$ cat src/rtl/core/irpd_pkg.sv
// Shared types and constants for the IR pulse-distance bit decoder.
// No dependencies; used by every module of the block.
`timescale 1ns / 1ps
`default_nettype none

package irpd_pkg;

    localparam int COUNT_WIDTH_DEFAULT = 16;
    localparam int THRESH_WIDTH        = 16;
    localparam int SYM_WIDTH           = 2;
    localparam int PHASE_WIDTH         = 3;
    localparam int CFG_INDEX_WIDTH     = 2;

    // phase codes
    localparam logic [PHASE_WIDTH-1:0] PH_IDLE   = 3'd0;
    localparam logic [PHASE_WIDTH-1:0] PH_LEADER = 3'd1;
    localparam logic [PHASE_WIDTH-1:0] PH_GAP    = 3'd2;
    localparam logic [PHASE_WIDTH-1:0] PH_WAITHI = 3'd3;
    localparam logic [PHASE_WIDTH-1:0] PH_FIRST  = 3'd4;
    localparam logic [PHASE_WIDTH-1:0] PH_SECOND = 3'd5;

    // symbol codes
    localparam logic [SYM_WIDTH-1:0] SYM_ZERO = 2'd0;
    localparam logic [SYM_WIDTH-1:0] SYM_ONE  = 2'd1;
    localparam logic [SYM_WIDTH-1:0] SYM_END  = 2'd2;

    // register indexes
    localparam logic [CFG_INDEX_WIDTH-1:0] REG_LEADER_GAP    = 2'd0;
    localparam logic [CFG_INDEX_WIDTH-1:0] REG_FIRST_SAMPLE  = 2'd1;
    localparam logic [CFG_INDEX_WIDTH-1:0] REG_SECOND_SAMPLE = 2'd2;

    // register reset values
    localparam logic [THRESH_WIDTH-1:0] LEADER_GAP_RESET    = 16'd9000;
    localparam logic [THRESH_WIDTH-1:0] FIRST_SAMPLE_RESET  = 16'd1125;
    localparam logic [THRESH_WIDTH-1:0] SECOND_SAMPLE_RESET = 16'd2250;

    typedef struct packed {
        logic [THRESH_WIDTH-1:0] leader_gap_ticks;
        logic [THRESH_WIDTH-1:0] first_sample_ticks;
        logic [THRESH_WIDTH-1:0] second_sample_ticks;
    } cfg_t;

    typedef struct packed {
        logic                 valid;
        logic [SYM_WIDTH-1:0] symbol;
    } result_t;

endpackage

`default_nettype wire

$ cat src/rtl/core/irpd_cfg_regs.sv
// Configuration register bank of the IR pulse-distance bit decoder.
// Depends on irpd_pkg.
`timescale 1ns / 1ps
`default_nettype none

module irpd_cfg_regs (
    input  wire logic                                 clk,
    input  wire logic                                 rst_n,
    input  wire logic                                 cfg_we,
    input  wire logic [irpd_pkg::CFG_INDEX_WIDTH-1:0] cfg_index,
    input  wire logic [irpd_pkg::THRESH_WIDTH-1:0]    cfg_data,
    output irpd_pkg::cfg_t                            cfg
);

    irpd_pkg::cfg_t cfg_reg;

    always_ff @(posedge clk or negedge rst_n)
    begin
        if (!rst_n)
        begin
            cfg_reg.leader_gap_ticks    <= irpd_pkg::LEADER_GAP_RESET;
            cfg_reg.first_sample_ticks  <= irpd_pkg::FIRST_SAMPLE_RESET;
            cfg_reg.second_sample_ticks <= irpd_pkg::SECOND_SAMPLE_RESET;
        end
        else if (cfg_we)
        begin
            case (cfg_index)
                irpd_pkg::REG_LEADER_GAP:    cfg_reg.leader_gap_ticks    <= cfg_data;
                irpd_pkg::REG_FIRST_SAMPLE:  cfg_reg.first_sample_ticks  <= cfg_data;
                irpd_pkg::REG_SECOND_SAMPLE: cfg_reg.second_sample_ticks <= cfg_data;
                default:
                begin
                end
            endcase
        end
    end

    assign cfg = cfg_reg;

endmodule

`default_nettype wire

$ cat src/rtl/core/irpd_fsm.sv
// Phase sequencer and saturating delay counter; one line sample per transaction.
// Depends on irpd_pkg.
`timescale 1ns / 1ps
`default_nettype none

module irpd_fsm #(
    parameter int COUNT_WIDTH = irpd_pkg::COUNT_WIDTH_DEFAULT
) (
    input  wire logic          clk,
    input  wire logic          rst_n,
    input  wire irpd_pkg::cfg_t cfg,
    input  wire logic          in_valid,
    input  wire logic          line_level,
    output irpd_pkg::result_t  result
);

    localparam int CmpW = (COUNT_WIDTH > irpd_pkg::THRESH_WIDTH) ?
                          COUNT_WIDTH : irpd_pkg::THRESH_WIDTH;
    localparam logic [COUNT_WIDTH-1:0] CntMax = {COUNT_WIDTH{1'b1}};

    logic [irpd_pkg::PHASE_WIDTH-1:0] phase_reg, phase_next;
    logic [COUNT_WIDTH-1:0]           cnt_reg, cnt_next;
    logic [COUNT_WIDTH-1:0]           cnt_inc;
    logic [irpd_pkg::THRESH_WIDTH-1:0] thresh;
    logic                             done;
    irpd_pkg::result_t                res;

    assign cnt_inc = (cnt_reg == CntMax) ? cnt_reg : cnt_reg + 1'b1;

    always_comb
    begin
        case (phase_reg)
            irpd_pkg::PH_FIRST:  thresh = cfg.first_sample_ticks;
            irpd_pkg::PH_SECOND: thresh = cfg.second_sample_ticks;
            default:             thresh = cfg.leader_gap_ticks;
        endcase
    end

    assign done = (CmpW'(cnt_inc) >= CmpW'(thresh)) || (cnt_inc == CntMax);

    always_comb
    begin
        phase_next = phase_reg;
        cnt_next   = cnt_reg;
        res.valid  = 1'b0;
        res.symbol = irpd_pkg::SYM_ZERO;
        case (phase_reg)
            irpd_pkg::PH_LEADER:
            begin
                if (line_level)
                begin
                    cnt_next   = '0;
                    phase_next = irpd_pkg::PH_GAP;
                end
            end
            irpd_pkg::PH_GAP:
            begin
                cnt_next = cnt_inc;
                if (done)
                begin
                    phase_next = irpd_pkg::PH_WAITHI;
                    if (line_level)
                    begin
                        cnt_next   = '0;
                        phase_next = irpd_pkg::PH_FIRST;
                    end
                end
            end
            irpd_pkg::PH_WAITHI:
            begin
                if (line_level)
                begin
                    cnt_next   = '0;
                    phase_next = irpd_pkg::PH_FIRST;
                end
            end
            irpd_pkg::PH_FIRST:
            begin
                cnt_next = cnt_inc;
                if (done)
                begin
                    if (!line_level)
                    begin
                        phase_next = irpd_pkg::PH_WAITHI;
                        res.valid  = 1'b1;
                        res.symbol = irpd_pkg::SYM_ZERO;
                    end
                    else
                    begin
                        cnt_next   = '0;
                        phase_next = irpd_pkg::PH_SECOND;
                    end
                end
            end
            irpd_pkg::PH_SECOND:
            begin
                cnt_next = cnt_inc;
                if (done)
                begin
                    res.valid = 1'b1;
                    if (!line_level)
                    begin
                        phase_next = irpd_pkg::PH_WAITHI;
                        res.symbol = irpd_pkg::SYM_ONE;
                    end
                    else
                    begin
                        cnt_next   = '0;
                        phase_next = irpd_pkg::PH_IDLE;
                        res.symbol = irpd_pkg::SYM_END;
                    end
                end
            end
            default:
            begin
                phase_next = irpd_pkg::PH_IDLE;
                if (!line_level)
                begin
                    cnt_next   = '0;
                    phase_next = irpd_pkg::PH_LEADER;
                end
            end
        endcase
    end

    always_ff @(posedge clk or negedge rst_n)
    begin
        if (!rst_n)
        begin
            phase_reg <= irpd_pkg::PH_IDLE;
            cnt_reg   <= '0;
        end
        else if (in_valid)
        begin
            phase_reg <= phase_next;
            cnt_reg   <= cnt_next;
        end
    end

    assign result.valid  = in_valid & res.valid;
    assign result.symbol = res.symbol;

`ifndef SYNTHESIS
    a_end_to_idle: assert property (@(posedge clk) disable iff (!rst_n)
        (result.valid && result.symbol == irpd_pkg::SYM_END) |=>
        (phase_reg == irpd_pkg::PH_IDLE && cnt_reg == '0))
        else $error("end of frame did not return to idle");
    a_bit_to_waithi: assert property (@(posedge clk) disable iff (!rst_n)
        (result.valid && result.symbol != irpd_pkg::SYM_END) |=>
        (phase_reg == irpd_pkg::PH_WAITHI))
        else $error("bit symbol did not return to wait-for-high");
    a_hold_idle: assert property (@(posedge clk) disable iff (!rst_n)
        !in_valid |=> ($stable(phase_reg) && $stable(cnt_reg)))
        else $error("state changed without a transaction");
    a_result_phase: assert property (@(posedge clk) disable iff (!rst_n)
        result.valid |->
        (phase_reg == irpd_pkg::PH_FIRST || phase_reg == irpd_pkg::PH_SECOND))
        else $error("symbol emitted outside a sample phase");
`endif

endmodule

`default_nettype wire

$ cat src/rtl/core/irpd_out_queue.sv
// Two-entry result queue that decouples the decoder from a stalling receiver.
// Depends on irpd_pkg.
`timescale 1ns / 1ps
`default_nettype none

module irpd_out_queue (
    input  wire logic                           clk,
    input  wire logic                           rst_n,
    input  wire irpd_pkg::result_t              push,
    output logic                                full,
    output logic                                out_valid,
    input  wire logic                           out_ready,
    output logic [irpd_pkg::SYM_WIDTH-1:0]      out_symbol
);

    logic [irpd_pkg::SYM_WIDTH-1:0] slot_reg [2];
    logic                           wr_ptr_reg, wr_ptr_next;
    logic                           rd_ptr_reg, rd_ptr_next;
    logic [1:0]                     cnt_reg, cnt_next;
    logic                           pop;

    assign pop        = out_valid & out_ready;
    assign out_valid  = (cnt_reg != 2'd0);
    assign full       = (cnt_reg == 2'd2);
    assign out_symbol = slot_reg[rd_ptr_reg];

    always_comb
    begin
        wr_ptr_next = push.valid ? ~wr_ptr_reg : wr_ptr_reg;
        rd_ptr_next = pop ? ~rd_ptr_reg : rd_ptr_reg;
        cnt_next    = cnt_reg + {1'b0, push.valid} - {1'b0, pop};
    end

    always_ff @(posedge clk or negedge rst_n)
    begin
        if (!rst_n)
        begin
            wr_ptr_reg <= 1'b0;
            rd_ptr_reg <= 1'b0;
            cnt_reg    <= 2'd0;
        end
        else
        begin
            wr_ptr_reg <= wr_ptr_next;
            rd_ptr_reg <= rd_ptr_next;
            cnt_reg    <= cnt_next;
        end
    end

    always_ff @(posedge clk)
    begin
        if (push.valid)
        begin
            slot_reg[wr_ptr_reg] <= push.symbol;
        end
    end

`ifndef SYNTHESIS
    a_no_overflow: assert property (@(posedge clk) disable iff (!rst_n)
        full |-> !push.valid)
        else $error("push into full result queue");
    a_cnt_range: assert property (@(posedge clk) disable iff (!rst_n)
        cnt_reg != 2'd3)
        else $error("result queue count out of range");
    a_ptr_consistent: assert property (@(posedge clk) disable iff (!rst_n)
        (cnt_reg == 2'd0 || cnt_reg == 2'd2) |-> (wr_ptr_reg == rd_ptr_reg))
        else $error("result queue pointers disagree with count");
`endif

endmodule

`default_nettype wire

$ cat src/rtl/core/ir_pulse_distance_bit_decoder.sv
// Top level of the IR pulse-distance bit decoder (NEC-style timing).
// Depends on irpd_pkg, irpd_cfg_regs, irpd_fsm and irpd_out_queue.
//
// Usage:
//   Slave stream s_*: one sample of the active-low receiver line per
//   transaction (s_tdata[0]); 0 is a mark, 1 is idle.
//   Master stream m_*: one decoded symbol per transaction (m_tdata[1:0]):
//   0 bit zero, 1 bit one, 2 end of frame. Most samples give no symbol.
//   Config port: cfg_we/cfg_index/cfg_data write the leader gap (0),
//   first sample (1) and second sample (2) delays in samples; other
//   indexes are ignored. Write only while the block is idle.
//   Throughput: one sample per cycle while s_tready is high; the phase and
//   saturating counter update on each accepted sample. Output: a symbol is
//   written into the registered result queue when its sample is accepted.
//   Stall: results wait in a two-entry queue; s_tready drops only while
//   both entries are occupied and comes back as soon as one is taken.
//   Reset: rst_n is asynchronous, active low; the block returns to idle,
//   the queue empties and the delay registers take their default values
//   (9000, 1125, 2250 samples).
`timescale 1ns / 1ps
`default_nettype none

module ir_pulse_distance_bit_decoder #(
    parameter int COUNT_WIDTH = irpd_pkg::COUNT_WIDTH_DEFAULT
) (
    input  wire logic                                 clk,
    input  wire logic                                 rst_n,
    input  wire logic                                 s_tvalid,
    output logic                                      s_tready,
    input  wire logic [7:0]                           s_tdata,  // [0] line_level
    output logic                                      m_tvalid,
    input  wire logic                                 m_tready,
    output logic [7:0]                                m_tdata,  // [1:0] symbol
    input  wire logic                                 cfg_we,
    input  wire logic [irpd_pkg::CFG_INDEX_WIDTH-1:0] cfg_index,
    input  wire logic [irpd_pkg::THRESH_WIDTH-1:0]    cfg_data
);

    irpd_pkg::cfg_t                 cfg;
    irpd_pkg::result_t              result;
    logic                           q_full;
    logic                           in_fire;
    logic [irpd_pkg::SYM_WIDTH-1:0] symbol;

    assign s_tready = ~q_full;
    assign in_fire  = s_tvalid & s_tready;

    irpd_cfg_regs u_cfg (
        .clk       (clk),
        .rst_n     (rst_n),
        .cfg_we    (cfg_we),
        .cfg_index (cfg_index),
        .cfg_data  (cfg_data),
        .cfg       (cfg)
    );

    irpd_fsm #(
        .COUNT_WIDTH (COUNT_WIDTH)
    ) u_fsm (
        .clk        (clk),
        .rst_n      (rst_n),
        .cfg        (cfg),
        .in_valid   (in_fire),
        .line_level (s_tdata[0]),
        .result     (result)
    );

    irpd_out_queue u_queue (
        .clk        (clk),
        .rst_n      (rst_n),
        .push       (result),
        .full       (q_full),
        .out_valid  (m_tvalid),
        .out_ready  (m_tready),
        .out_symbol (symbol)
    );

    assign m_tdata = {{(8 - irpd_pkg::SYM_WIDTH){1'b0}}, symbol};

endmodule

`default_nettype wire

$ cat config.mk
export PLATFORM = sky130hd
export DESIGN_NAME = ir_pulse_distance_bit_decoder
export DESIGN_NICKNAME = d
export VERILOG_FILES = /design/src/rtl/core/irpd_pkg.sv /design/src/rtl/core/irpd_cfg_regs.sv /design/src/rtl/core/irpd_fsm.sv /design/src/rtl/core/irpd_out_queue.sv /design/src/rtl/core/ir_pulse_distance_bit_decoder.sv
export SDC_FILE = /design/constraint.sdc
export NUM_CORES = 1
export LEC_CHECK = 0
export ABC_AREA = 1
export BUFFER_PORTS_ARGS = -buffer_cell sky130_fd_sc_hd__buf_2
export CAP_MARGIN = 40
export CORE_MARGIN = 4
export CORE_UTILIZATION = 25
export DETAILED_ROUTE_END_ITERATION = 8
export HOLD_SLACK_MARGIN = 0.12
export MAX_ROUTING_LAYER = met4
export PLACE_DENSITY = 0.48
export REMOVE_ABC_BUFFERS = 1
export SLEW_MARGIN = 10
export SYNTH_ARGS = -nofsm -noshare
export SYNTH_HDL_FRONTEND = slang
export SYNTH_SLANG_ARGS = --single-unit
$ cat constraint.sdc
create_clock -name clk -period 2.8 [get_ports clk]
set_clock_uncertainty 0.05 [all_clocks]
set_input_delay 0.14 -clock clk [delete_from_list [all_inputs] [get_ports clk]]
set_output_delay 0.14 -clock clk [all_outputs]
set_load 0.01 [all_outputs]
**After elaboration in Yosys (flattened, before gate mapping)**

Memory sizes are Yosys's and may differ from the RTL's.
Index checks and enable logic that the tools add are counted.

- Input port bits: 31
- Output and inout bits: 10
- Word-level logic and storage cells: 70
- RAM bits: 4
- Register bits after elaboration: 71
- Memories: 1

- Bitwise logic cells: 6
- Order comparisons: 1
- Equal/unequal tests: 17
- Multiplexer cells: 24
- Reduce and logical (&&, ||, !) cells: 10
- Add/sub/neg operators: 3

Memories:

| name | depth | width | read ports | clocked after Yosys merged registers in | wr ports | line | RTL |
|---|---|---|---|---|---|---|---|
| u_queue.slot_reg | 2 | 2 | 1 | 0 | 1 | irpd_out_queue.sv:16 | `logic [irpd_pkg::SYM_WIDTH-1:0] slot_reg [2];` |

Operators with widths:

| operator | count |
|---|---|
| $mux 16 | 5 |
| $pmux 16 s2 | 2 |
| $eq 16x16->1 const B | 2 |
| $mux 3 | 10 |
| $add 16x1->16 const B | 1 |
| $ge 16x16->1 | 1 |
| $pmux 3 s5 | 1 |
| $ne 2x1->1 const B | 4 |
| $eq 3x2->1 const B | 2 |
| $eq 3x3->1 const B | 2 |
| $pmux 3 s2 | 1 |
| $reduce_and 2->1 | 3 |
| $reduce_and 6->1 | 1 |
| $eq 2x2->1 const B | 2 |
| $mux 2 | 2 |
| $ne 2x2->1 const B | 2 |
| $and 1x1->1 | 3 |
| $eq 3x1->1 const B | 1 |
| $mux 1 | 3 |
| $ne 3x3->1 const B | 1 |
| $not 1->1 | 3 |
| $reduce_and 3->1 | 1 |
| $reduce_or 3->1 | 1 |
| $add 2x1->2 | 1 |
| 6 further kinds | 6 |

**Logic depth before layout (Yosys ltp)**

Gate-level depths: netlist of the first run.

- Depth after elaboration: 9
- Depth in mapped cells: 21
- Depth with buffers taken out: 21

**Cells and area by module**

From an unflattened synthesis of the first run, not the netlist that was laid out.

- Cells, all modules: 598
- Area, all modules: 4700.8 um^2

Modules (own cells, without submodules):

| module | instances | seq. area each (um^2) | cells an instance | area an instance (um^2) |
|---|---|---|---|---|
| irpd_fsm | 1 | 475.5 | 334 | 2197.1 |
| irpd_cfg_regs | 1 | 1219.9 | 214 | 2063.2 |
| irpd_out_queue | 1 | 220.2 | 40 | 377.9 |
| ir_pulse_distance_bit_decoder | 1 | 0.0 | 10 | 62.6 |

**Worst setup path before layout of the first run**

No wires, ideal clock.

- Path kind: register to register
- From: register u_fsm.phase_reg[2] (netlist bit)
- To: register u_queue.cnt_reg[1]
- Arrival: 2833 ps
- Setup slack: -205 ps
- Period minus slack after synthesis: 3005 ps
- Path buffers: 1
- Setup time: 123 ps
- Required time: 2627 ps
- Cell stages (with the launch flop): 19
- Cell sequence: dfrtp_1 inv_1 nor2_1 inv_2 nor2_1 clkbuf_1 inv_1 o21bai_1 ha_1 a21oi_1 o21ai_0 a21oi_1 o21ai_0 nor2_1 nand2_2 nand2_1 inv_1 ha_1 xnor2_1

- Word-level cells in the longest chain between the ends: 9
- Elaborated cells on any way between the ends: 11
- Classes of those cells: 2 x add/sub; 1 x order compare; 2 x eq/ne; 4 x mux; 1 x bitwise; 1 x reduce/logical

RTL lines:

| element | line | RTL |
|---|---|---|
| from (decl) | irpd_fsm.sv:21 | `logic [irpd_pkg::PHASE_WIDTH-1:0] phase_reg, phase_next;` |
| from (signal assigned) | irpd_fsm.sv:130 | `phase_reg <= irpd_pkg::PH_IDLE;` |
| from (signal assigned) | irpd_fsm.sv:135 | `phase_reg <= phase_next;` |
| $eq 3x3->1 | irpd_fsm.sv:32, irpd_fsm.sv:47 |  |
| $pmux 16 s2 | irpd_fsm.sv:32 | `case (phase_reg)` |
| $ge 16x16->1 | irpd_fsm.sv:39 | `assign done = (CmpW'(cnt_inc) >= CmpW'(thresh)) \|\| (cnt_inc == CntMax);` |
| $logic_or 1x1->1 | irpd_fsm.sv:39 |  |
| $mux 3 (on tied branches) | irpd_fsm.sv:98, irpd_fsm.sv:80 |  |
| $pmux 3 s2 (*) | irpd_fsm.sv:47 | `case (phase_reg)` |
| $and 1x1->1 (*) | irpd_fsm.sv:140 | `assign result.valid = in_valid & res.valid;` |
| $add 2x1->2 (*) | irpd_out_queue.sv:31 | `cnt_next = cnt_reg + {1'b0, push.valid} - {1'b0, pop};` |
| $sub 2x1->2 (*) | irpd_out_queue.sv:31 |  |
| net u_queue.cnt_next[1] | irpd_out_queue.sv:19 | `logic [1:0] cnt_reg, cnt_next;` |
| to (signal assigned) | irpd_out_queue.sv:46 | `cnt_reg <= cnt_next;` |
| to (decl) | irpd_out_queue.sv:19 |  |

Mark *: on every way through the listed nets, which the timed path passes. The rest lies on a longest branch.
A chain may end at the register's enable or synchronous reset.

**Worst setup path after layout of the first run**

- From: register u_fsm.cnt_reg[0]
- To: register u_fsm.cnt_reg[6]

- Word-level cells in the longest chain between the ends: 6
- Elaborated cells on any way between the ends: 9
- Classes of those cells: 1 x add/sub; 1 x order compare; 2 x eq/ne; 4 x mux; 1 x reduce/logical

RTL lines:

| element | line | RTL |
|---|---|---|
| from (decl) | irpd_fsm.sv:22 | `logic [COUNT_WIDTH-1:0] cnt_reg, cnt_next;` |
| from (signal assigned) | irpd_fsm.sv:136 | `cnt_reg <= cnt_next;` |
| $add 16x1->16 / $eq 16x16->1 (equally long branches) | irpd_fsm.sv:28 | `assign cnt_inc = (cnt_reg == CntMax) ? cnt_reg : cnt_reg + 1'b1;` |
| $mux 16 (*) | irpd_fsm.sv:28 |  |
| $ge 16x16->1 / $eq 16x16->1 (equally long branches) | irpd_fsm.sv:39 |  |
| $logic_or 1x1->1 | irpd_fsm.sv:39 |  |
| $mux 16 (*) | irpd_fsm.sv:80 | `if (done)` |
| $pmux 16 s2 (*) | irpd_fsm.sv:47 |  |

Mark *: on every way between the ends. The rest lies on a longest branch, timed or not.

==> results of run 1 <==
[stage by stage]
step	std cells	setup TNS, ns
after global routing	896	-6.01
after floorplan	533	-5.36
after detailed placement	852	-0.955
after global placement	850	-0.367
final	896	-0.562
after CTS	892	-0.0144
[routing by layer]
metal	global-route usage	vias up
met3	0.0266	10
li1	-	2026
met5	-	-
met2	0.198	74
met4	0.0408	0
met1	0.160	1863
[worst max-delay path: cells and delay by family (launching register included)]
kind	cells	cell delay, ns
adders and majority gates	2	0.49
buffers and inverters	2	0.28
DFF	1	0.43
and+or+nand+nor	14	1.47
[worst max-delay path by stage]
stage                             startpoint                      to  cells after the start
after global placement    u_fsm.phase_reg[1]      u_queue.cnt_reg[1]                     18
after CTS                   u_fsm.cnt_reg[1]  u_queue.slot_reg[0][1]                     18
after floorplan           u_fsm.phase_reg[2]      u_queue.cnt_reg[1]                     18
after global routing        u_fsm.cnt_reg[0]       u_fsm.cnt_reg[14]                     21
final                       u_fsm.cnt_reg[0]        u_fsm.cnt_reg[6]                     18
after detailed placement    u_fsm.cnt_reg[0]      u_queue.cnt_reg[1]                     17
[layout make-up]
| type | instances | area, um2 | share of cell area |
|---|---|---|---|
| Tap cell | 225 | 282 | 0.0454 |
| Multi-Input combinational cell | 401 | 2500 | 0.403 |
| Clock buffer | 9 | 225 | 0.0363 |
| Inverter | 58 | 220 | 0.0355 |
| Timing Repair Buffer | 121 | 981 | 0.158 |
| Sequential cell | 75 | 1920 | 0.309 |
| Clock inverter | 7 | 75.1 | 0.0121 |
[synth_stat cells, drive strengths merged, types with 7 or more instances]
| library cell | count | area [um2] |
|---|---|---|
| dfrtp | 56 | 1400 |
| clkbuf | 13 | 48.8 |
| a22o | 14 | 123 |
| nand3 | 37 | 240 |
| buf | 9 | 75.1 |
| nand2 | 172 | 663 |
| nand4 | 7 | 58.8 |
| ha | 19 | 238 |
| a21oi | 26 | 134 |
| o21ai | 61 | 305 |
| inv | 58 | 218 |
| dfstp | 15 | 394 |
| nor2 | 40 | 205 |
[cells by family after synthesis]
logic type	Yosys count	synth area share
AND/OR/NAND/NOR	261	0.274
adder cells (fa/ha/maj)	19	0.0545
other	1	0.000860
flip-flops	75	0.439
AO/OA/AOI/OAI	107	0.139
XOR/XNOR	7	0.0141
buffers and inverters	80	0.0784
[timing repair]
item	in CTS	in global routing
pin swaps	18	26
resized for setup	40	65
setup buffers	4	3
hold buffers	18	0
cloned	2	1
setup endpoints to repair	24	30
endpoints found under the hold margin	120	0
[power groups by stage]
| stage | registers [uW] | logic [uW] | clock network [uW] |
|---|---|---|---|
| 3_5_place_dp | 1400 | 1120 | 0 |
| 5_1_grt | 1420 | 1620 | 1250 |
| 2_1_floorplan | 1390 | 664 | 0 |
| 4_1_cts | 1390 | 1270 | 1200 |
| 6_report | 1400 | 1440 | 1170 |
| 3_3_place_gp | 1390 | 1090 | 0 |
==> results summary, run 1 <==
The root buffer cell is sky130_fd_sc_hd__clkbuf_16. The final net count came out at 716. After detailed routing, the average wire length per cell comes to 12.8 um. In this design, the critical path's most frequently occurring cell is sky130_fd_sc_hd__nand2_2. The worst register-to-register path ends at u_fsm.cnt_reg[6]. The clock latency on the worst-skew pair came out at 0.34 ns. The met1 wire length came out at 5450 um.

The area growth from synthesis to final layout came out at 42.1%. The part of the total power dissipated in sequential elements came out at 0.349. The register with the most flip-flops in the layout has 48 of them. The number of cells produced by synthesis came out at 550.

The number of diodes added for antenna fixing is 0. The worst-case headroom to the max-slew limit came out at 0.672. The number of cells on the worst hold path is 2. The cell area after synthesis came out at 0.00436 mm2. The clock-pin slew reported for the worst setup and hold paths after clock tree synthesis came out at 0.06 ns. The final instance area came out at 0.00620 mm2. The via count of the first global-routing pass came out at 3973.

The signal on the critical path passes through ha_4 -> nand3_2 -> nor2_4 -> nand2_1 -> nand2_2 -> nand2_2 -> ha_1 -> nand2_2 -> nor2_4 -> nand4_1 -> nor3_2 -> nor2_4 -> nand2_2 -> buf_6 -> nand2_8 -> buf_12 -> nand3_1 -> nand2_1. Counting flops with a built-in enable in the synthesized netlist gives 4. For this block, the routed nets add up to 11500 um of wire. The sink count of the clock tree is 75. After detailed routing, no signal wire sits above met4. The die is 140 um wide.

The destination of the worst hold path is u_queue.slot_reg[0][0]. The flow ran to the end, but the final reports show violations. Using the TritonRoute via totals, the vias-per-cell ratio works out to 4.43. In the layout the commonest cells are sky130_fd_sc_hd__nand2_1 (147), sky130_fd_sc_hd__buf_4 (63), sky130_fd_sc_hd__dfrtp_1 (55), sky130_fd_sc_hd__o21ai_0 (52), sky130_fd_sc_hd__inv_1 (50). The total leakage power came out at 0.00294 uW. The number of nets with antenna violations after detailed routing came out at 0. The switching power came out at 1390 uW. STA classifies the critical path startpoint as a flop.

The final count of hold timing violations is 0. The number of port buffers is 27. The synthesized area per cell came out at 7.93 um2. The count of routing violations after the opening detailed-route iteration came out at 226.

The worst setup margin is -0.0462 ns. The path depth of the worst reg2reg path is 18. Of the total power, the clock network draws 0.292. The library cell used most frequently in the layout, excluding fill and tap cells, is sky130_fd_sc_hd__nand2_1. TritonCTS built the clock tree. The async set-or-reset flop fraction in the synthesized netlist is 0.947. Of the total power, combinational logic draws 0.359. The I/O pin count came out at 41. For this configuration, the core starts out at a cell density of 0.254. Timing analysis after detailed placement gives a worst setup slack of -0.189 ns. The area enclosed by the die boundary is 0.0196 mm2. The via count is 3973. In the synthesized netlist the dominant register cell turns out to be sky130_fd_sc_hd__dfrtp_1. The minimum period implied by the final worst setup slack is 2.85 ns.

The total met3 wirelength after detailed routing is 454 um. The utilization of the core after routing is 0.361. The final reports fail on setup timing. The maximum clock rate is 0.351 GHz. Setup violations remaining at the end of the flow were counted as 19. The number of rows created at floorplan is 48.

The first detailed-routing pass took 4 iterations. The register-to-register path setup slack is -0.05 ns. The worst-case IR drop observed on VDD is 0.444 mV. The power density relative to cell area is 646 mW/mm2. The maximum buffer depth of the clock tree is 2. For the worst setup path, the data required time is 2.98 ns. The share of the cycle needed by the critical path after routing is 1.02. The overall power of the completed layout came out at 4000 uW.

In this run the standard cell core region covers 0.0172 mm2. The worst hold slack after final layout came out at 0.174 ns. The data arrival time of the critical path came out at 3.03 ns.

The peak fanout along the critical path came out at 8. The placed wire-length estimate after detailed placement came out at 8030 um. CTS built an H-tree with a depth of 3.

Across the run, the number of max-cap violations was 0. Among all stages on the critical path, the largest delay is contributed by sky130_fd_sc_hd__dfrtp_1. The aggregate global-route resource usage is 0.125.

Of the synthesized area, sequential elements account for 0.439. The worst hold path begins at s_tdata[0]. The critical path is of the flop to flop type. The worst stage delay on the critical path came out at 0.43 ns. The initial antenna violation count is 0. Setup repair after global routing could not meet its margin everywhere.

The actual transition at the worst max-transition pin is 0.489 ns. The number of unique standard cell types used by synthesis is 33. In this run, synthesis produced a sequential element count of 75. The path class of the tightest hold or removal check is input pin to flop. The congestion estimate from routability-driven global placement came to 0.826. The wire length of the first global-routing pass is 19400 um. The worst setup path is captured at a flop.

The pin count of the biggest net entering global routing came out at 72. The share of post-route cells with drive strength above 1 came out at 0.350. The number of max-slew violations in the final report is 0. The total overflow left after global routing is 0.

The routed design uses 5450 um of met2 wire. Counting the fill cells in the layout gives 1815. The number of buffers added by the clock tree synthesis step is 9. The die span in y is 140 um. The net switching share of the total power is 0.348.

The internal portion of the total power is 2610 uW. The startpoint identified for the worst register-to-register timing path is u_fsm.cnt_reg[0]. After detailed routing, the number of remaining DRC violations is 0. The post-place instance area came out at 0.00524 mm2.

The total number of yosys warnings came out at 0.
Note: power is estimated with default switching activity, not from simulation.
==> run 2: changes to the inputs <==
ABC_AREA = not set   (was 1)
==> run 2 against run 1 <==
  * The flow still finishes with violations (setup timing)
  * Clock-buffer cell count is the same
  * Highest routed layer unchanged
  * Sequential power is essentially flat
  * Maximum frequency shrank 21%
  * Final cell count shrank 18%
  * Global-route usage shrank 1.2 points
  * Via count shrank 14%
  * Sequential share of layout area grew 0.71 points
  * Area after synthesis grew 1.2%
  * First-iteration DRC count shrank 38%
  * Final area shrank 2.3%
  * Critical path depth shrank 1
  * Synthesized cell count shrank 27%
==> results summary, run 2 <==
The total leakage power is 0.00263 uW. The total internal power came out at 2660 uW. The setup check on the worst reg-to-reg path leaves a slack of -0.79 ns.

The aggregate routed wire length is 10500 um. Data on the critical path arrives at its endpoint at 3.82 ns. The clock-pin slew reported for the worst setup and hold paths after clock tree synthesis came out at 0.06 ns. The via count came out at 3412.

The detailed router finished its first iteration with 139 violations. The wire length of the first global-routing pass came out at 17600 um. In the synthesized netlist the dominant register cell turns out to be sky130_fd_sc_hd__dfrtp_1. The maximum buffer depth of the clock tree came out at 2. In the layout the commonest cells are sky130_fd_sc_hd__buf_4 (68), sky130_fd_sc_hd__dfrtp_1 (56), sky130_fd_sc_hd__mux2_2 (54), sky130_fd_sc_hd__buf_2 (27).

The number of diodes added for antenna fixing is 0. The part of the total power dissipated in sequential elements came out at 0.371. The clock drives 75 sinks.

Among all cell types in the netlist, the one instantiated most often is sky130_fd_sc_hd__dfrtp_1. The tree is rooted in a sky130_fd_sc_hd__clkbuf_16. The worst-case headroom to the max-slew limit came out at 0.599. The number of buffers added by the clock tree synthesis step came out at 9.

The endpoint identified for the worst register-to-register timing path is u_fsm.cnt_reg[12]. Counting distinct cell types in the post-synthesis netlist gives 56. The number of port buffers is 27.

The async set-or-reset flop fraction in the synthesized netlist came out at 0.947. The net switching share of the total power came out at 0.300. TritonCTS built the clock tree. The pin count of the biggest net entering global routing came out at 72.

The total congestion overflow after global routing came out at 0. The number of cells on the worst hold path is 3. The flip-flop count of the largest register, all copies and words added came out at 48. STA puts the critical path data required time at 3.03 ns. The die span in y came out at 141 um. The number of cells produced by synthesis came out at 402.

The via count of the first global-routing pass is 3463. The number of synthesized flops with an enable pin came out at 4. After synthesis the netlist holds a flip-flop and latch count of 75. The number of cells on the critical path came out at 17. The critical path's top delay family is compound AO/OA/AOI/OAI gates. The total number of yosys warnings came out at 0. The worst setup path is launched from a flop. The number of buffers and inverters on the critical path is 6.

The minimum period implied by the final worst setup slack is 3.59 ns. The number of rows created at floorplan is 48. In this run the worst hold path is classified as input pin to flop.

Of the available clock period, the critical path in the final layout requires 1.28. The number of H-tree levels is 3. The switching power came out at 1140 uW. The critical path is of the flop to flop type. Of the post-synthesis cell area, the dominant cell type holds 0.318. Sorting the synthesized cells by area gives the leading types as sky130_fd_sc_hd__dfrtp_1 (32%), sky130_fd_sc_hd__mux2_2 (14%), sky130_fd_sc_hd__dfstp_2 (8.9%).

After synthesis, the mean cell area works out to 11.0 um2. The number of max-slew violations in the final report came out at 0. The final count of hold timing violations came to 0. The placed cell count came out at 693. The largest individual stage delay along the critical path comes from the cell sky130_fd_sc_hd__dfrtp_1. The flow ran to the end, but the final reports show violations. The critical path ends at u_fsm.cnt_reg[12]. The clock network fraction of total power is 0.343. The placer's final routability congestion estimate came out at 0.816. The detailed router put a total of 4930 um of wire on met1. The clock latency on the worst-skew pair came out at 0.34 ns. The post-route setup TNS came out at -22.44 ns. The floorplan core area is 0.0173 mm2. The share of the yosys chip area belonging to registers is 0.434. The power density relative to cell area is 629 mW/mm2. In this run the worst path has a maximum fanout of 8. The worst register-to-register path begins at u_fsm.cnt_reg[0]. The starting density of the core is 0.255. The number of nets with antenna violations after detailed routing came out at 0.

The DRC violations left came out at 0. The area enclosed by the die boundary came out at 0.0198 mm2. The final net count is 559. The most critical setup path has its startpoint at u_fsm.cnt_reg[0]. In the detailed route, the total length drawn on met2 is 5070 um.

The actual transition at the worst max-transition pin is 0.601 ns. The placed wire-length estimate after detailed placement came out at 7350 um. The total met3 wirelength after detailed routing came out at 368 um. The setup-violating endpoint count in the final report came out at 30. The cell taking the most area after synthesis is sky130_fd_sc_hd__dfrtp_1.

The average wire length per cell after detail routing is 14.2 um. Setup repair after global routing could not meet its margin everywhere. The logic gate share of total power is 0.286.

The number of vias per cell is 4.62. The final standard cell count with taps included and fillers excluded is 739. 41 I/O pins were placed. The initial antenna violation count is 0. The share of post-route cells with drive strength above 1 came out at 0.447. The checks that failed: setup timing.

The cell seen most often among critical-path stages is sky130_fd_sc_hd__buf_4. The endpoint class of the critical path is a flop. Counting cells, the worst reg-to-reg path comes to 17. The max capacitance violation total came out at 0. In the synthesized netlist, the cells that appear most often are sky130_fd_sc_hd__dfrtp_1 (56), sky130_fd_sc_hd__mux2_2 (55), sky130_fd_sc_hd__nor2_1 (28), sky130_fd_sc_hd__a21oi_1 (27), sky130_fd_sc_hd__nand2_1 (27).

From left edge to right edge, the die measures 141 um. The maximum clock rate came out at 0.278 GHz. The library cell used most frequently in the layout, excluding fill and tap cells, is sky130_fd_sc_hd__buf_4. The largest single stage delay on the critical path is 0.40 ns. The maximum vdd drop came out at 0.366 mV. From synthesis to final layout, the design area changed by 37.1%. The first-pass iteration count of the detailed router is 4. The aggregate global-route resource usage is 0.113. The worst setup margin came out at -0.795 ns. The critical path goes through buf_4 -> buf_4 -> nand2_1 -> nor3_2 -> buf_4 -> nand3_1 -> mux2_2 -> ha_1 -> and4_1 -> a221o_1 -> a41oi_2 -> buf_4 -> o41ai_4 -> a221oi_4 -> buf_6 -> buf_12 -> a22o_1. Routed signal wires occupy layers up through met4. The cell area after synthesis came out at 0.00441 mm2.
==> run 2: cell count changes in the layout (fill, tap and decap cells not counted), sizes merged, moves of 12 or more <==
cell,delta
inv,-54
mux2i,+20
nand3,-27
mux2,+55
nor2,-12
o21ai,-50
nand2,-144
==> run 2: worst min path at each step <==
stage                                    end        from
after floorplan                 u_cfg.cfg[0]       rst_n
after global placement    u_queue.rd_ptr_reg       rst_n
after detailed placement  u_queue.rd_ptr_reg       rst_n
after CTS                 u_fsm.phase_reg[2]  s_tdata[0]
after global routing      u_fsm.phase_reg[2]  s_tdata[0]
final                     u_fsm.phase_reg[2]  s_tdata[0]
==> run 2: kinds of logic (layout without fill, tap and decap cells) <==
| kind of cell | after synthesis | after routing | synth area share |
|---|---|---|---|
| flip-flops | 75 | 75 | 0.434 |
| adder cells (fa/ha/maj) | 19 | 19 | 0.0539 |
| AND/OR/NAND/NOR | 110 | 110 | 0.136 |
| multiplexers | 75 | 75 | 0.186 |
| buffers and inverters | 35 | 142 | 0.0434 |
| XOR/XNOR | 11 | 11 | 0.0218 |
| AO/OA/AOI/OAI | 76 | 76 | 0.124 |
| other | 1 | 6 | 0.000850 |
==> run 2: through the flow <==
stage	utilization	total power [uW]	setup slack, ns	hold slack (ns)	area, um2
floorplan	-	2020	-1.03	-0.206	4250
detailed placement	0.302	2390	-0.924	0.141	5220
CTS	0.338	3800	-0.855	0.162	5840
finish	0.350	3800	-0.795	0.187	6050
global route	0.350	4040	-0.988	0.222	6050
global placement	0.302	2360	-0.897	0.140	5220
==> run 2: per-layer routing <==
| metal | GRT usage | up-vias |
|---|---|---|
| met2 | 0.183 | 52 |
| met4 | 0.0311 | 0 |
| met1 | 0.143 | 1671 |
| met3 | 0.0261 | 11 |
| li1 | - | 1678 |
| met5 | - | - |
==> run 2: power groups by stage <==
stage          Combinational (uW)  Sequential, uW  Clock [uW]
2_1_floorplan                 590            1430           0
3_3_place_gp                  946            1420           0
3_5_place_dp                  961            1430           0
4_1_cts                      1050            1410        1340
5_1_grt                      1220            1440        1390
6_report                     1090            1410        1300
==> run 2: worst reg2reg max path: cells and delay by family (launching register included) <==
kind                     cells  cell delay [ns]
AND/OR/NAND/NOR              4             0.48
AO/OA/AOI/OAI                5             1.08
buffers and inverters        6             0.85
flip-flops                   1             0.40
adder cells (fa/ha/maj)      1             0.31
multiplexers                 1             0.35
==> run 2: timing repair <==
item / CTS / global route
endpoints found under the hold margin: 121 / 0
gates cloned: 1 / 0
buffers inserted: 2 / 8
setup endpoints to repair: 30 / 30
resized for setup: 15 / 32
hold buffers: 19 / 0
pin swaps: 8 / 27
==> run 2: cell type report <==
cell class,count,area [um2]
Clock buffer,9,225
Clock inverter,7,108
Fill cell,1785,11200
Inverter,3,11.3
Multi-Input combinational cell,297,2520
Sequential cell,75,1920
Tap cell,225,282
Timing Repair Buffer,123,992
==> run 3: changes to the inputs <==
RECOVER_POWER = 50   (was not set)
==> run 3 against run 2 <==
  * The flow finishes with violations (capacitance limit, slew limit, setup timing)
  * Largest cell class unchanged
  * Worst hold slack better by 0.0019 ns
  * Highest routed layer unchanged
  * Setup slack better by 0.0048 ns
  * Via count is 0.82% lower
  * Largest power group unchanged
  * Combinational power hardly changed
  * Clock-buffer cell count stayed put
==> results summary, run 3 (synthesis results as in run 2) <==
The clock net in this run drives a total of 75 sinks. The startpoint identified for the worst hold timing path is s_tdata[0]. The aggregate global-route resource usage is 0.113.

The tightest min-delay check is of the input pin to flop type. The endpoint required time on the critical path is 3.03 ns. The tool flagged a number of max-cap violations equal to 1.

The number of diodes added for antenna fixing is 0. The startpoint type of the worst setup path is a flop. The destination of the worst hold path is u_fsm.phase_reg[2].

The final standard cell count with taps included and fillers excluded is 739. The number of max-slew violations in the final report is 72. The detailed router finished its first iteration with 117 violations. In this run the static leakage power is 0.00262 uW. The starting density of the core came out at 0.255. The checks that failed: capacitance limit, slew limit, setup timing. The path depth of the worst reg2reg path came out at 17. Setup slack on the critical path of the routed design comes to -0.790 ns. The initial antenna violation count was 0. The maximum clock rate came out at 0.279 GHz. Setup repair after global routing could not meet its margin everywhere. The register with the most flip-flops in the layout has 48 of them. The library cell used most frequently in the layout, excluding fill and tap cells, is sky130_fd_sc_hd__buf_4.

The power density relative to cell area is 630 mW/mm2. The final count of hold timing violations is 0. In this run the critical register-to-register path is launched from u_fsm.cnt_reg[0]. The pin count of the biggest net entering global routing is 72. The minimum period implied by the final worst setup slack is 3.59 ns.

The clock-pin slew reported for the worst setup and hold paths after clock tree synthesis is 0.06 ns. The CTS tree is yes. Of all nets on the critical path, the largest fanout is 8. The post-route setup TNS is -22.39 ns.

The area growth from synthesis to final layout is 36.8%. The run finished, with violations left. The worst setup path is of the flop to flop kind.

The die span in y is 141 um. IR analysis of the VDD net gives a maximum drop of 0.366 mV. In this run the deepest clock path goes through 2 buffers. The area enclosed by the die boundary came out at 0.0198 mm2. The H-tree was split into 3 levels.

The via count of the first global-routing pass came out at 3463. The library cells used most frequently in the layout, excluding fill and tap cells, are sky130_fd_sc_hd__buf_4 (68), sky130_fd_sc_hd__dfrtp_1 (56), sky130_fd_sc_hd__mux2_2 (54), sky130_fd_sc_hd__buf_2 (26). The share of post-route cells with drive strength above 1 came out at 0.446.

The final net count is 559. The placer's final routability congestion estimate came out at 0.816. The worst setup path is captured at a flop. Across all register-to-register paths, the minimum setup slack is -0.79 ns.

The data arrival time of the critical path is 3.82 ns. The DRC violations left came out at 0. For this block, the via count after detailed routing is 3384.

The first-pass iteration count of the detailed router came out at 4. Final hold analysis gives a worst-case slack of 0.189 ns. The number of buffers added by the clock tree synthesis step came out at 9. The share of the cycle needed by the critical path after routing is 1.28.

Dividing the detail-routed via count by the number of cells gives 4.58. The worst-case headroom to the max-slew limit is -0.208. In this run the remaining antenna-violating nets after routing total 0. At the later pin of the worst-skew pair, clock insertion delay measures 0.34 ns. The tree is rooted in a sky130_fd_sc_hd__clkbuf_16. The placed cell count came out at 693. The floorplan core area is 0.0173 mm2. After detailed routing, the average wire length per cell comes to 14.2 um. The number of port buffers came out at 27.

The setup-violating endpoint count in the final report is 30. The number of cells on the worst hold path is 3. The actual transition at the worst max-transition pin came out at 1.81 ns. The total congestion overflow after global routing came out at 0. From left edge to right edge, the die measures 141 um. In this run the core area contains 48 standard-cell rows. The aggregate routed wire length came out at 10500 um. Before CTS, the worst setup slack after placement is -0.924 ns. The critical register-to-register path endpoint is u_fsm.cnt_reg[1]. The wire length of the first global-routing pass is 17600 um. The wire-length estimate of the detail-placed layout is 7350 um.

The I/O pin count came out at 41.
run 3: final cells by class:
class,instances,area (um2)
fillers,1788,11300
multi-input cells,297,2520
flip-flops and latches,75,1920
repair buffers,123,976
well taps,225,282
clock buffers,9,225
clock inverters,7,108
inverters,3,11.3
run 3: per-stage QoR:
stage / total power (uW) / cell area [um2] / util
3_3_place_gp: 2360 / 5220 / 0.302
6_report: 3800 / 6040 / 0.349
2_1_floorplan: 2020 / 4250 / -
5_1_grt: 4040 / 6040 / 0.349
4_1_cts: 3800 / 5840 / 0.338
3_5_place_dp: 2390 / 5220 / 0.302
run 3: power breakdown:
group / switching [uW] / internal (uW)
clock: 508 / 798
sequential: 103 / 1310
combinational: 530 / 555
run 3: critical path, stage by stage (launching register included):
cell,delay (ns)
sky130_fd_sc_hd__dfrtp_1,0.40
sky130_fd_sc_hd__buf_4,0.14
sky130_fd_sc_hd__buf_4,0.14
sky130_fd_sc_hd__nand2_1,0.12
sky130_fd_sc_hd__nor3_2,0.07
sky130_fd_sc_hd__buf_4,0.14
sky130_fd_sc_hd__nand3_1,0.09
sky130_fd_sc_hd__mux2_2,0.35
sky130_fd_sc_hd__ha_1,0.31
sky130_fd_sc_hd__and4_1,0.20
sky130_fd_sc_hd__a221o_1,0.36
sky130_fd_sc_hd__a41oi_2,0.19
sky130_fd_sc_hd__buf_4,0.15
sky130_fd_sc_hd__o41ai_4,0.09
sky130_fd_sc_hd__a221oi_4,0.30
sky130_fd_sc_hd__buf_6,0.16
sky130_fd_sc_hd__buf_12,0.12
sky130_fd_sc_hd__a22o_1,0.12
run 3: how the worst max path moves through the flow:
stage                                start                  to  cells past startpoint
after floorplan           u_fsm.cnt_reg[0]    u_fsm.cnt_reg[0]                     14
after global placement    u_fsm.cnt_reg[0]  u_queue.cnt_reg[1]                     17
after detailed placement  u_fsm.cnt_reg[0]  u_queue.cnt_reg[1]                     17
after CTS                 u_fsm.cnt_reg[1]    u_fsm.cnt_reg[3]                     17
after global routing      u_fsm.cnt_reg[0]   u_fsm.cnt_reg[11]                     18
final                     u_fsm.cnt_reg[0]    u_fsm.cnt_reg[1]                     17
run 3: per-layer routing:
layer	global-route usage	part of all wire	vias up
li1	-	-	1677
met1	0.143	0.47	1649
met2	0.183	0.48	49
met3	0.0261	0.033	9
met4	0.0311	0.012	0
met5	-	0	-
run 3: repair_timing:
item	4_1_cts	5_1_grt
hold endpoints to repair	121	0
hold buffers	19	0
buffers inserted	2	8
pin swaps	8	27
setup endpoints to repair	30	30
resized for setup	15	32
cloned	1	0
